--- src/rtl/tlvd_pkg.sv ---
// ----------------------------------------------------------------------------
// tlvd_pkg
// shared types and constants of the type-length packet deframer
// ----------------------------------------------------------------------------
package tlvd_pkg;

    localparam int TYPE_COUNT_DEF = 64;
    localparam int MASK_W         = 64;
    localparam int APB_DATA_W     = 64;
    localparam int APB_ADDR_W     = 4;

    localparam logic [MASK_W-1:0] RESET_MASK = 64'h0000_0000_0000_0003;

    // register index, taken from paddr[3]
    localparam logic REG_ACCEPT_MASK = 1'b0;

    typedef enum logic [1:0] {
        KIND_HEADER  = 2'd0,
        KIND_PAYLOAD = 2'd1,
        KIND_ERROR   = 2'd2
    } t_kind;

    typedef enum logic [2:0] {
        PH_HDR0    = 3'd0,
        PH_HDR1    = 3'd1,
        PH_HDR2    = 3'd2,
        PH_HDR3    = 3'd3,
        PH_PAYLOAD = 3'd4,
        PH_ERROR   = 3'd5
    } t_phase;

    typedef struct packed {
        logic [15:0] byte_offset;
        logic [7:0]  byte_value;
        logic [15:0] payload_length;
        logic [15:0] pkt_type;
        t_kind       kind;
        logic        last;
    } t_result;

endpackage

--- src/rtl/type_length_packet_deframer_core.sv ---
// ----------------------------------------------------------------------------
// type_length_packet_deframer_core
// splits a byte stream into type-length packets with a type filter
// ----------------------------------------------------------------------------
// One byte is taken per clock with no bubbles while the master side keeps
// up. Each request is handled in the cycle it is accepted by the
// header/payload logic and its result lands in a single output register,
// so it is presented in the cycle after. A result that waits on the master
// side holds off every further byte, whether or not that byte produces a
// result, until it is taken; the register refills in the same cycle it
// drains. The first three header bytes and every byte after a protocol
// error produce no result; an error holds until reset. The accept mask sits
// at byte address 0 and is used at the next header check.
module type_length_packet_deframer_core #(
    parameter int TYPE_COUNT = tlvd_pkg::TYPE_COUNT_DEF
) (
    input  logic                            i_clk,
    input  logic                            i_rst_n,
    // slave side
    input  logic                            i_s_tvalid,
    output logic                            o_s_tready,
    input  logic [7:0]                      i_s_tdata,   // [7:0] data_byte
    // master side
    output logic                            o_m_tvalid,
    input  logic                            i_m_tready,
    // [15:0] pkt_type, [31:16] payload_length, [39:32] byte_value,
    // [55:40] byte_offset
    output logic [55:0]                     o_m_tdata,
    output logic [1:0]                      o_m_tuser,   // [1:0] kind
    output logic                            o_m_tlast,
    // configuration
    input  logic                            psel,
    input  logic                            penable,
    input  logic                            pwrite,
    input  logic [tlvd_pkg::APB_ADDR_W-1:0] paddr,
    input  logic [tlvd_pkg::APB_DATA_W-1:0] pwdata,
    output logic [tlvd_pkg::APB_DATA_W-1:0] prdata,
    output logic                            pready
);

    logic [TYPE_COUNT-1:0] mask;
    logic                  s_accept;
    logic                  res_valid;
    logic                  ob_free;
    tlvd_pkg::t_result     res;
    tlvd_pkg::t_result     ob_res;

    tlvd_cfg #(
        .TYPE_COUNT (TYPE_COUNT)
    ) u_cfg (
        .i_clk   (i_clk),
        .i_rst_n (i_rst_n),
        .psel    (psel),
        .penable (penable),
        .pwrite  (pwrite),
        .paddr   (paddr),
        .pwdata  (pwdata),
        .prdata  (prdata),
        .pready  (pready),
        .o_mask  (mask)
    );

    assign o_s_tready = ob_free;
    assign s_accept   = i_s_tvalid && ob_free;

    tlvd_parser #(
        .TYPE_COUNT (TYPE_COUNT)
    ) u_parser (
        .i_clk       (i_clk),
        .i_rst_n     (i_rst_n),
        .i_valid     (s_accept),
        .i_byte      (i_s_tdata),
        .i_mask      (mask),
        .o_res_valid (res_valid),
        .o_res       (res)
    );

    tlvd_obuf u_obuf (
        .i_clk    (i_clk),
        .i_rst_n  (i_rst_n),
        .i_load   (s_accept && res_valid),
        .i_res    (res),
        .i_tready (i_m_tready),
        .o_tvalid (o_m_tvalid),
        .o_free   (ob_free),
        .o_res    (ob_res)
    );

    assign o_m_tdata = {ob_res.byte_offset, ob_res.byte_value,
                        ob_res.payload_length, ob_res.pkt_type};
    assign o_m_tuser = ob_res.kind;
    assign o_m_tlast = ob_res.last;

endmodule

--- src/rtl/tlvd_cfg.sv ---
// ----------------------------------------------------------------------------
// tlvd_cfg
// apb register block holding the accepted-types mask
// ----------------------------------------------------------------------------
module tlvd_cfg #(
    parameter int TYPE_COUNT = tlvd_pkg::TYPE_COUNT_DEF
) (
    input  logic                              i_clk,
    input  logic                              i_rst_n,
    input  logic                              psel,
    input  logic                              penable,
    input  logic                              pwrite,
    input  logic [tlvd_pkg::APB_ADDR_W-1:0]   paddr,
    input  logic [tlvd_pkg::APB_DATA_W-1:0]   pwdata,
    output logic [tlvd_pkg::APB_DATA_W-1:0]   prdata,
    output logic                              pready,
    output logic [TYPE_COUNT-1:0]             o_mask
);

    logic [TYPE_COUNT-1:0] r_mask;
    logic                  wr_en;

    assign pready = 1'b1;
    assign wr_en  = psel && penable && pwrite && (paddr[3] == tlvd_pkg::REG_ACCEPT_MASK);

    always_ff @(posedge i_clk) begin
        if (!i_rst_n) begin
            r_mask <= TYPE_COUNT'(tlvd_pkg::RESET_MASK);
        end else if (wr_en) begin
            r_mask <= pwdata[TYPE_COUNT-1:0];
        end
    end

    always_comb begin
        unique case (paddr[3])
            tlvd_pkg::REG_ACCEPT_MASK: prdata = tlvd_pkg::APB_DATA_W'(r_mask);
            default:                   prdata = '0;
        endcase
    end

    assign o_mask = r_mask;

endmodule

--- src/rtl/tlvd_parser.sv ---
// ----------------------------------------------------------------------------
// tlvd_parser
// header collection, type check and payload counting, one byte per cycle while i_valid is high
// ----------------------------------------------------------------------------
module tlvd_parser #(
    parameter int TYPE_COUNT = tlvd_pkg::TYPE_COUNT_DEF
) (
    input  logic                  i_clk,
    input  logic                  i_rst_n,
    input  logic                  i_valid,
    input  logic [7:0]            i_byte,
    input  logic [TYPE_COUNT-1:0] i_mask,
    output logic                  o_res_valid,
    output tlvd_pkg::t_result     o_res
);

    localparam int IDX_W   = (TYPE_COUNT > 1) ? $clog2(TYPE_COUNT) : 1;
    localparam int MASK_EX = 1 << IDX_W;

    tlvd_pkg::t_phase r_phase, n_phase;
    logic [23:0]      r_hdr, n_hdr;
    logic [15:0]      r_type, n_type;
    logic [15:0]      r_len, n_len;
    logic [15:0]      r_idx, n_idx;

    logic [15:0]        hdr_type;
    logic [15:0]        hdr_len;
    logic [MASK_EX-1:0] mask_ex;
    logic               type_ok;
    logic               pay_last;

    assign hdr_type = r_hdr[15:0];
    assign hdr_len  = {i_byte, r_hdr[23:16]};
    assign mask_ex  = MASK_EX'(i_mask);
    // types at or above the mask width are never selected
    assign type_ok  = (hdr_type < 16'(TYPE_COUNT)) && mask_ex[hdr_type[IDX_W-1:0]];
    assign pay_last = ({1'b0, r_idx} + 17'd1) == {1'b0, r_len};

    // next state
    always_comb begin
        n_phase = r_phase;
        unique case (r_phase)
            tlvd_pkg::PH_HDR0:    n_phase = tlvd_pkg::PH_HDR1;
            tlvd_pkg::PH_HDR1:    n_phase = tlvd_pkg::PH_HDR2;
            tlvd_pkg::PH_HDR2:    n_phase = tlvd_pkg::PH_HDR3;
            tlvd_pkg::PH_HDR3: begin
                if (!type_ok) begin
                    n_phase = tlvd_pkg::PH_ERROR;
                end else if (hdr_len == 16'd0) begin
                    n_phase = tlvd_pkg::PH_HDR0;
                end else begin
                    n_phase = tlvd_pkg::PH_PAYLOAD;
                end
            end
            tlvd_pkg::PH_PAYLOAD: n_phase = pay_last ? tlvd_pkg::PH_HDR0 : tlvd_pkg::PH_PAYLOAD;
            tlvd_pkg::PH_ERROR:   n_phase = tlvd_pkg::PH_ERROR;
            default:              n_phase = tlvd_pkg::PH_HDR1;
        endcase
    end

    // datapath and result
    always_comb begin
        n_hdr       = r_hdr;
        n_type      = r_type;
        n_len       = r_len;
        n_idx       = r_idx;
        o_res_valid = 1'b0;
        o_res       = '0;
        unique case (r_phase)
            tlvd_pkg::PH_HDR0:    n_hdr = r_hdr | {16'd0, i_byte};
            tlvd_pkg::PH_HDR1:    n_hdr = r_hdr | {8'd0, i_byte, 8'd0};
            tlvd_pkg::PH_HDR2:    n_hdr = r_hdr | {i_byte, 16'd0};
            tlvd_pkg::PH_HDR3: begin
                n_hdr                = '0;
                n_type               = hdr_type;
                n_len                = hdr_len;
                n_idx                = '0;
                o_res_valid          = 1'b1;
                o_res.pkt_type       = hdr_type;
                o_res.payload_length = hdr_len;
                if (!type_ok) begin
                    o_res.kind = tlvd_pkg::KIND_ERROR;
                    o_res.last = 1'b1;
                end else begin
                    o_res.kind = tlvd_pkg::KIND_HEADER;
                    o_res.last = (hdr_len == 16'd0);
                end
            end
            tlvd_pkg::PH_PAYLOAD: begin
                n_idx                = pay_last ? 16'd0 : r_idx + 16'd1;
                o_res_valid          = 1'b1;
                o_res.kind           = tlvd_pkg::KIND_PAYLOAD;
                o_res.pkt_type       = r_type;
                o_res.payload_length = r_len;
                o_res.byte_value     = i_byte;
                o_res.byte_offset    = r_idx;
                o_res.last           = pay_last;
            end
            tlvd_pkg::PH_ERROR: begin
                o_res_valid = 1'b0;
            end
            // stray code restarts the header
            default:    n_hdr = {16'd0, i_byte};
        endcase
    end

    always_ff @(posedge i_clk) begin
        if (!i_rst_n) begin
            r_phase <= tlvd_pkg::PH_HDR0;
            r_hdr   <= '0;
            r_type  <= '0;
            r_len   <= '0;
            r_idx   <= '0;
        end else if (i_valid) begin
            r_phase <= n_phase;
            r_hdr   <= n_hdr;
            r_type  <= n_type;
            r_len   <= n_len;
            r_idx   <= n_idx;
        end
    end

    a_error_sticky: assert property (@(posedge i_clk) disable iff (!i_rst_n)
        r_phase == tlvd_pkg::PH_ERROR |=> r_phase == tlvd_pkg::PH_ERROR)
        else $error("error phase left without reset");

    a_result_phase: assert property (@(posedge i_clk) disable iff (!i_rst_n)
        o_res_valid |-> (r_phase == tlvd_pkg::PH_HDR3 || r_phase == tlvd_pkg::PH_PAYLOAD))
        else $error("result outside header end or payload");

    a_idx_bound: assert property (@(posedge i_clk) disable iff (!i_rst_n)
        r_phase == tlvd_pkg::PH_PAYLOAD |-> r_idx < r_len)
        else $error("payload offset ran past length");

    a_hdr_clear: assert property (@(posedge i_clk) disable iff (!i_rst_n)
        r_phase == tlvd_pkg::PH_HDR0 |-> r_hdr == 24'd0)
        else $error("header shift not cleared at packet start");

endmodule

--- src/rtl/tlvd_obuf.sv ---
// ----------------------------------------------------------------------------
// tlvd_obuf
// result register toward the master side
// ----------------------------------------------------------------------------
module tlvd_obuf (
    input  logic              i_clk,
    input  logic              i_rst_n,
    input  logic              i_load,
    input  tlvd_pkg::t_result i_res,
    input  logic              i_tready,
    output logic              o_tvalid,
    output logic              o_free,
    output tlvd_pkg::t_result o_res
);

    logic              r_valid;
    tlvd_pkg::t_result r_res;

    // a waiting request may leave in the same cycle a new one enters
    assign o_free = !r_valid || i_tready;

    always_ff @(posedge i_clk) begin
        if (!i_rst_n) begin
            r_valid <= 1'b0;
        end else if (i_load) begin
            r_valid <= 1'b1;
        end else if (i_tready) begin
            r_valid <= 1'b0;
        end
    end

    always_ff @(posedge i_clk) begin
        if (i_load) begin
            r_res <= i_res;
        end
    end

    assign o_tvalid = r_valid;
    assign o_res    = r_res;

endmodule

--- config.mk ---
export PLATFORM = sky130hd
export DESIGN_NAME = type_length_packet_deframer_core
export DESIGN_NICKNAME = d
export VERILOG_FILES = /design/src/rtl/tlvd_pkg.sv /design/src/rtl/type_length_packet_deframer_core.sv /design/src/rtl/tlvd_cfg.sv /design/src/rtl/tlvd_parser.sv /design/src/rtl/tlvd_obuf.sv
export SDC_FILE = /design/constraint.sdc
export NUM_CORES = 1
export LEC_CHECK = 0
export ABC_AREA = 1
export BUFFER_PORTS_ARGS = -buffer_cell sky130_fd_sc_hd__clkbuf_2
export CAP_MARGIN = 5
export CORE_MARGIN = 3
export CORE_UTILIZATION = 50
export CTS_CLUSTER_DIAMETER = 100
export DETAILED_ROUTE_END_ITERATION = 12
export PLACE_DENSITY_LB_ADDON = 0.05
export REMOVE_ABC_BUFFERS = 1
export SKIP_LAST_GASP = 1
export SLEW_MARGIN = 30
export SYNTH_ARGS = -nofsm -noshare
export SYNTH_HDL_FRONTEND = slang
export SYNTH_SLANG_ARGS = --single-unit
--- constraint.sdc ---
create_clock -name i_clk -period 9.4 [get_ports i_clk]
set_input_delay 0.47 -clock i_clk [delete_from_list [all_inputs] [get_ports i_clk]]
set_output_delay 0.47 -clock i_clk [all_outputs]
set_load 0.05 [all_outputs]
; Word-level counts from Yosys, hierarchy flattened
; Cells that the tools add are included.
[totals]
word_cells = 60
ram_bits = 0
latchBits = 0
reg_bits = 199
output_inout_bits = 126
inputBits = 83
mem_count = 0
mem_bits_ro = 0
[op_classes]
muxes = 15
shift = 0
multipliers = 0
div = 0
reduce_logical = 17
magnitude_cmp = 2
n_eq_ne = 6
bitwise_logic = 5
add_sub_neg = 2
[op_table]
columns = operator, n
row1 = $pmux 24 s5, 1
row2 = $pmux 35 s2, 1
row3 = $mux 64, 1
row4 = $pmux 16 s2, 1
row5 = $or 24x16->24, 1
row6 = $or 24x24->24, 1
row7 = $or 24x8->24, 1
row8 = $add 16x1->17 const B, 1
row9 = $eq 17x16->1, 1
row10 = $add 16x1->16 const B, 1
row11 = $logic_not 16->1, 1
row12 = $lt 16x7->1 const B, 1
row13 = $mux 16, 1
row14 = $pmux 3 s5, 1
row15 = $mux 3, 4
row16 = $lt 6x7->1 const B, 1
row17 = $bmux 1 s6, 1
row18 = $eq 3x2->1 const B, 2
row19 = $eq 3x3->1 const B, 2
row20 = $logic_and 1x1->1, 6
row21 = $reduce_and 2->1, 3
row22 = $mux 1, 4
row23 = $reduce_bool 2->1, 2
row24 = $reduce_or 2->1, 2
row25 = other kinds (5), 6

; Logic depth before layout (Yosys ltp)
[depth]
word_depth = 5
depth_mapped = 17
depth_no_buf = 16

; Hierarchy
; Synthesis repeated with hierarchy kept, for this count alone.
[hier_totals]
cells_unflattened = 1381
area_unflattened_um2 = 9783.1
[by_module_without_submodules]
columns = mod, area_per_inst_um2, cells_each, n_inst, seq_area_each_um2
row1 = tlvd_parser, 4619.4, 762, 1, 1501.4
row2 = tlvd_cfg, 3328.2, 550, 1, 1281.2
row3 = tlvd_obuf, 1818.0, 65, 1, 1791.7
row4 = type_length_packet_deframer_core, 17.5, 4, 1, 0.0

; Least setup slack after synthesis
; Ideal clock, no wire load.
[synth_timing]
path_type = register to register
start = register u_obuf.r_valid, in the netlist u_obuf.o_tvalid
end = register u_parser.r_idx[10]
path_buffers = 1
setup_slack_ns = 5.726
t_required_ns = 9.305
setup_ns = 0.095
synth_period_minus_slack_ns = 3.674
stages_incl_launch_ff = 9
arrival_time_ns = 3.579
path_cell_list = dfxtp_1 nand2_1 nand2_1 inv_1 o21ai_2 inv_1 clkbuf_1 o21ai_0 a21oi_1
[synth_via]
elab_chain_len = 4
[synth_lines]
columns = item, line
row1 = "start, declared", tlvd_obuf.sv:16  ; logic r_valid;
row2 = "start signal, assigned", tlvd_obuf.sv:24  ; r_valid <= 1'b0;
row3 = "start signal, assigned", tlvd_obuf.sv:26  ; r_valid <= 1'b1;
row4 = "start signal, assigned", tlvd_obuf.sv:28  ; r_valid <= 1'b0;
row5 = $logic_not 1->1, tlvd_obuf.sv:20  ; assign o_free = !r_valid || i_tready;
row6 = $logic_or 1x1->1, tlvd_obuf.sv:20
row7 = named net o_s_tready, type_length_packet_deframer_core.sv:21  ; output logic o_s_tready,
row8 = $logic_and 1x1->1, type_length_packet_deframer_core.sv:64  ; assign s_accept = i_s_tvalid && ob_free;
row9 = $reduce_and 2->1 (no source line), n/a
row10 = "end signal, assigned", tlvd_parser.sv:119  ; r_idx <= n_idx;
row11 = "end, declared", tlvd_parser.sv:24  ; logic [15:0] r_idx, n_idx;
; The timed path passes the listed nets, and every way through them passes these cells.
; A chain may end at the register's enable or synchronous reset.

==> impl_metrics.toml <==
[flow_run]
cap_violations = 0

[setup_path]
cp_data_required_time_ns = 9.56
worstPathArrival_ns = 3.30
end_kind = "flop"
start_kind = "flop"
critPathKind = "reg -> reg"
cp_max_fo = 19

[clocking]
clkTransAtPathRegs_ns = 0.07
numCtsBuffers = 17
h-tree-depth = 4
cts_root_buffer = "clkbuf_16"
postCtsSetupRepairBufs = 0
ctsResizeCount = 0
cts.sinks = 199
insertion_delay_ns = 0.43
cts_buffer_depth = 2
tritoncts = "built"
postCtsHoldBufs = 0

[min_path]
min_path_type = "in -> reg"

[final_layout]
final_nets = 1435
area_delta_synth_final_pct = 18.81
drive_gt1_frac = 0.2182
antenna_cells = 0
n_fill_cell = 1669

[timing]
fin_crit_sh = 0.3338
max_freq_ghz = 0.3187
fin_tns_setup_ns = 0
hold_viol_final = 0
slew_viol_final = 0
skew_ns = 0.009510
slew_headroom = 0.3852
whs_ns = 0.2577
rsz0062_at_grt = "no"
worst-slew-pin-transition_ns = 0.9213
setup_viol = 0
min_period_ns = 3.137

[synth]
synth_top_area_frac = 0.3078
ys_ff_latch = 199
synth_area_leader_cell = "dfxtp_1"
yosysWarnings = 0
yosysSeqAreaShare = 0.5024
synthTopCellsByArea = "dfxtp_1 31%, edfxtp_1 19%, nand2_1 8.3%"
ys_async_sr_fraction = 0
synth_edf_count = 59
syn-cell-area_um2 = 9105
ys.flop_type = "dfxtp_1"
synthDistinctLibCells = 40
synth_area_per_cell_um2 = 7.710
syn_inst = 1181

[grt]
antenna_found_initial = 0
grt_most_used_layer = "met2"
gr-total-overflow = 0
grt.total_usage = 0.2411
grt_util_met3 = 0.04206
use_met2 = 0.4020
grt_pass1_wl_mm = 38.90
grt_pass1_vias = 7693
use_met1 = 0.3236
grt_max_degree = 125

[floorplan]
core-area_um2 = 17540
fp.dieW_um = 140.9
die_y_um = 140.9
num_rows = 48
pin_count = 209
die_area_um2 = 19870
initial_core_util = 0.5192

[route]
wl_per_cell_um = 15.10
drtPass1Iterations = 6
viasPerCell = 5.228
remaining_drc_errors = 0
routed_wirelength_mm = 23.95
vias = 8291
antenna_left = 0
drt-initial-drc-count = 619

[power]
p_total_mw = 1.790
power.density_nw_per_um2 = 165.5
power.leakage_nw = 4.294
irDropWorstVdd_v = 0.0001341

[run_status]
status = "complete, no violations"

[placed_design]
io_buffers = 204
dp.final_hpwl_mm = 16.25
gp_congestion = 0.8407
-- placed cells by master (no fill, tap or decap), drive strengths merged --
| master | instances |
|---|---|
| conb | 1 |
| inv | 152 |
| buf | 9 |
| nand2 | 214 |
| clkinvlp | 2 |
| nand4 | 13 |
| a211oi | 15 |
| nor2 | 149 |
| xnor3 | 1 |
| clkinv | 7 |
| a22o | 1 |
| dfxtp | 140 |
| bufinv | 1 |
| nor4 | 2 |
| o22ai | 16 |
| clkbuf | 226 |
| xor2 | 1 |
| o21ai | 115 |
| and3 | 1 |
| a21oi | 123 |
| ha | 4 |
| edfxtp | 59 |
| a41oi | 1 |
| nand3 | 99 |
| o211ai | 3 |
| o21a | 1 |
| or2 | 2 |
| nor3 | 3 |
-- critical path, stage by stage, from the launching register on --
cell and delay (ns):
dfxtp_1 0.85, clkinv_1 0.83, nand3_1 0.30, nand3_1 0.14, nand2_1 0.13, nand2_1 0.05, nand3_1 0.08, nand3_1 0.07
nand2_1 0.12, nand2_1 0.06, nand2_1 0.13, o211ai_1 0.10
-- registers in the layout, indices dropped and copies added, names as in the netlist --
register and count:
u_parser.r_phase 3, u_parser.r_idx 16, u_parser.r_hdr 24, u_parser.r_type 16, u_obuf.o_tvalid 1, u_parser.r_len 16
u_obuf.o_res 59, u_cfg.o_mask 64
-- cells in the mapped netlist, types with 10 or more instances --
cell type  instances
o22ai_1           16
nor2_1           137
edfxtp_1          59
inv_1            148
a21oi_1          113
nand4_1           13
clkbuf_1          57
nand2_1          202
nand3_1           92
a21oi_2           10
a211oi_1          15
dfxtp_1          140
nand2_2           11
o21ai_0          111
-- cell families after synthesis --
| kind of cell | share of synthesized area |
|---|---|
| xor+xnor | 0.003435 |
| compound gates | 0.1644 |
| fa+ha+maj | 0.005497 |
| simple gates | 0.2327 |
| flops | 0.5024 |
| other cells | 0.0004119 |
| buf+inv | 0.09125 |
-- through the flow --
stage | instances | instance area, um2 | utilization | setup slack, ns
finish | 1586 | 10820 | 0.6169 | 6.263
global route | 1586 | 10820 | 0.6169 | 5.928
CTS | 1586 | 10810 | 0.6162 | 6.249
global placement | 1554 | 10220 | 0.5826 | 6.289
floorplan | 1116 | 8845 | - | 5.679
detailed placement | 1554 | 10220 | 0.5827 | 6.253
-- layer usage --
layer  wire length, um  up-vias  part of all wire
met4               384        0             0.016
met2             11240      261              0.47
li1                  -     4206                 -
met1             10920     3799              0.46
met3              1409       25             0.059
met5                 0        -                 0
-- path summary, 6_finish.rpt --
kind / cells past startpoint / endpoint / slack (ns) / from
min: 3 / u_cfg.o_mask[1] / 0.26 / pwdata[1]
max: 11 / u_obuf.o_res[0] / 6.26 / u_parser.r_hdr[1]
max reg2reg: 11 / u_obuf.o_res[0] / 6.26 / u_parser.r_hdr[1]
min reg2reg: 2 / u_parser.r_hdr[6] / 0.47 / u_parser.r_hdr[6]
-- power breakdown --
part	switching, mW	internal [mW]	total (mW)
Combinational	0.110	0.0457	0.156
Sequential	0.0125	0.895	0.907
Clock	0.321	0.406	0.727
Total	0.444	1.35	1.79
-- area by class of cell --
cell class,count,area [um2],share of cell area
clock inverter,10,90.09,0.008328
sequential,199,4574,0.4229
timing repair buffer,213,1092,0.1010
multi-input combinational,765,3710,0.3429
inverter,152,571.8,0.05286
tap,225,281.5,0.02602
clock buffer,22,498.0,0.04603
No activity file was read; power rests on OpenSTA's default activity.
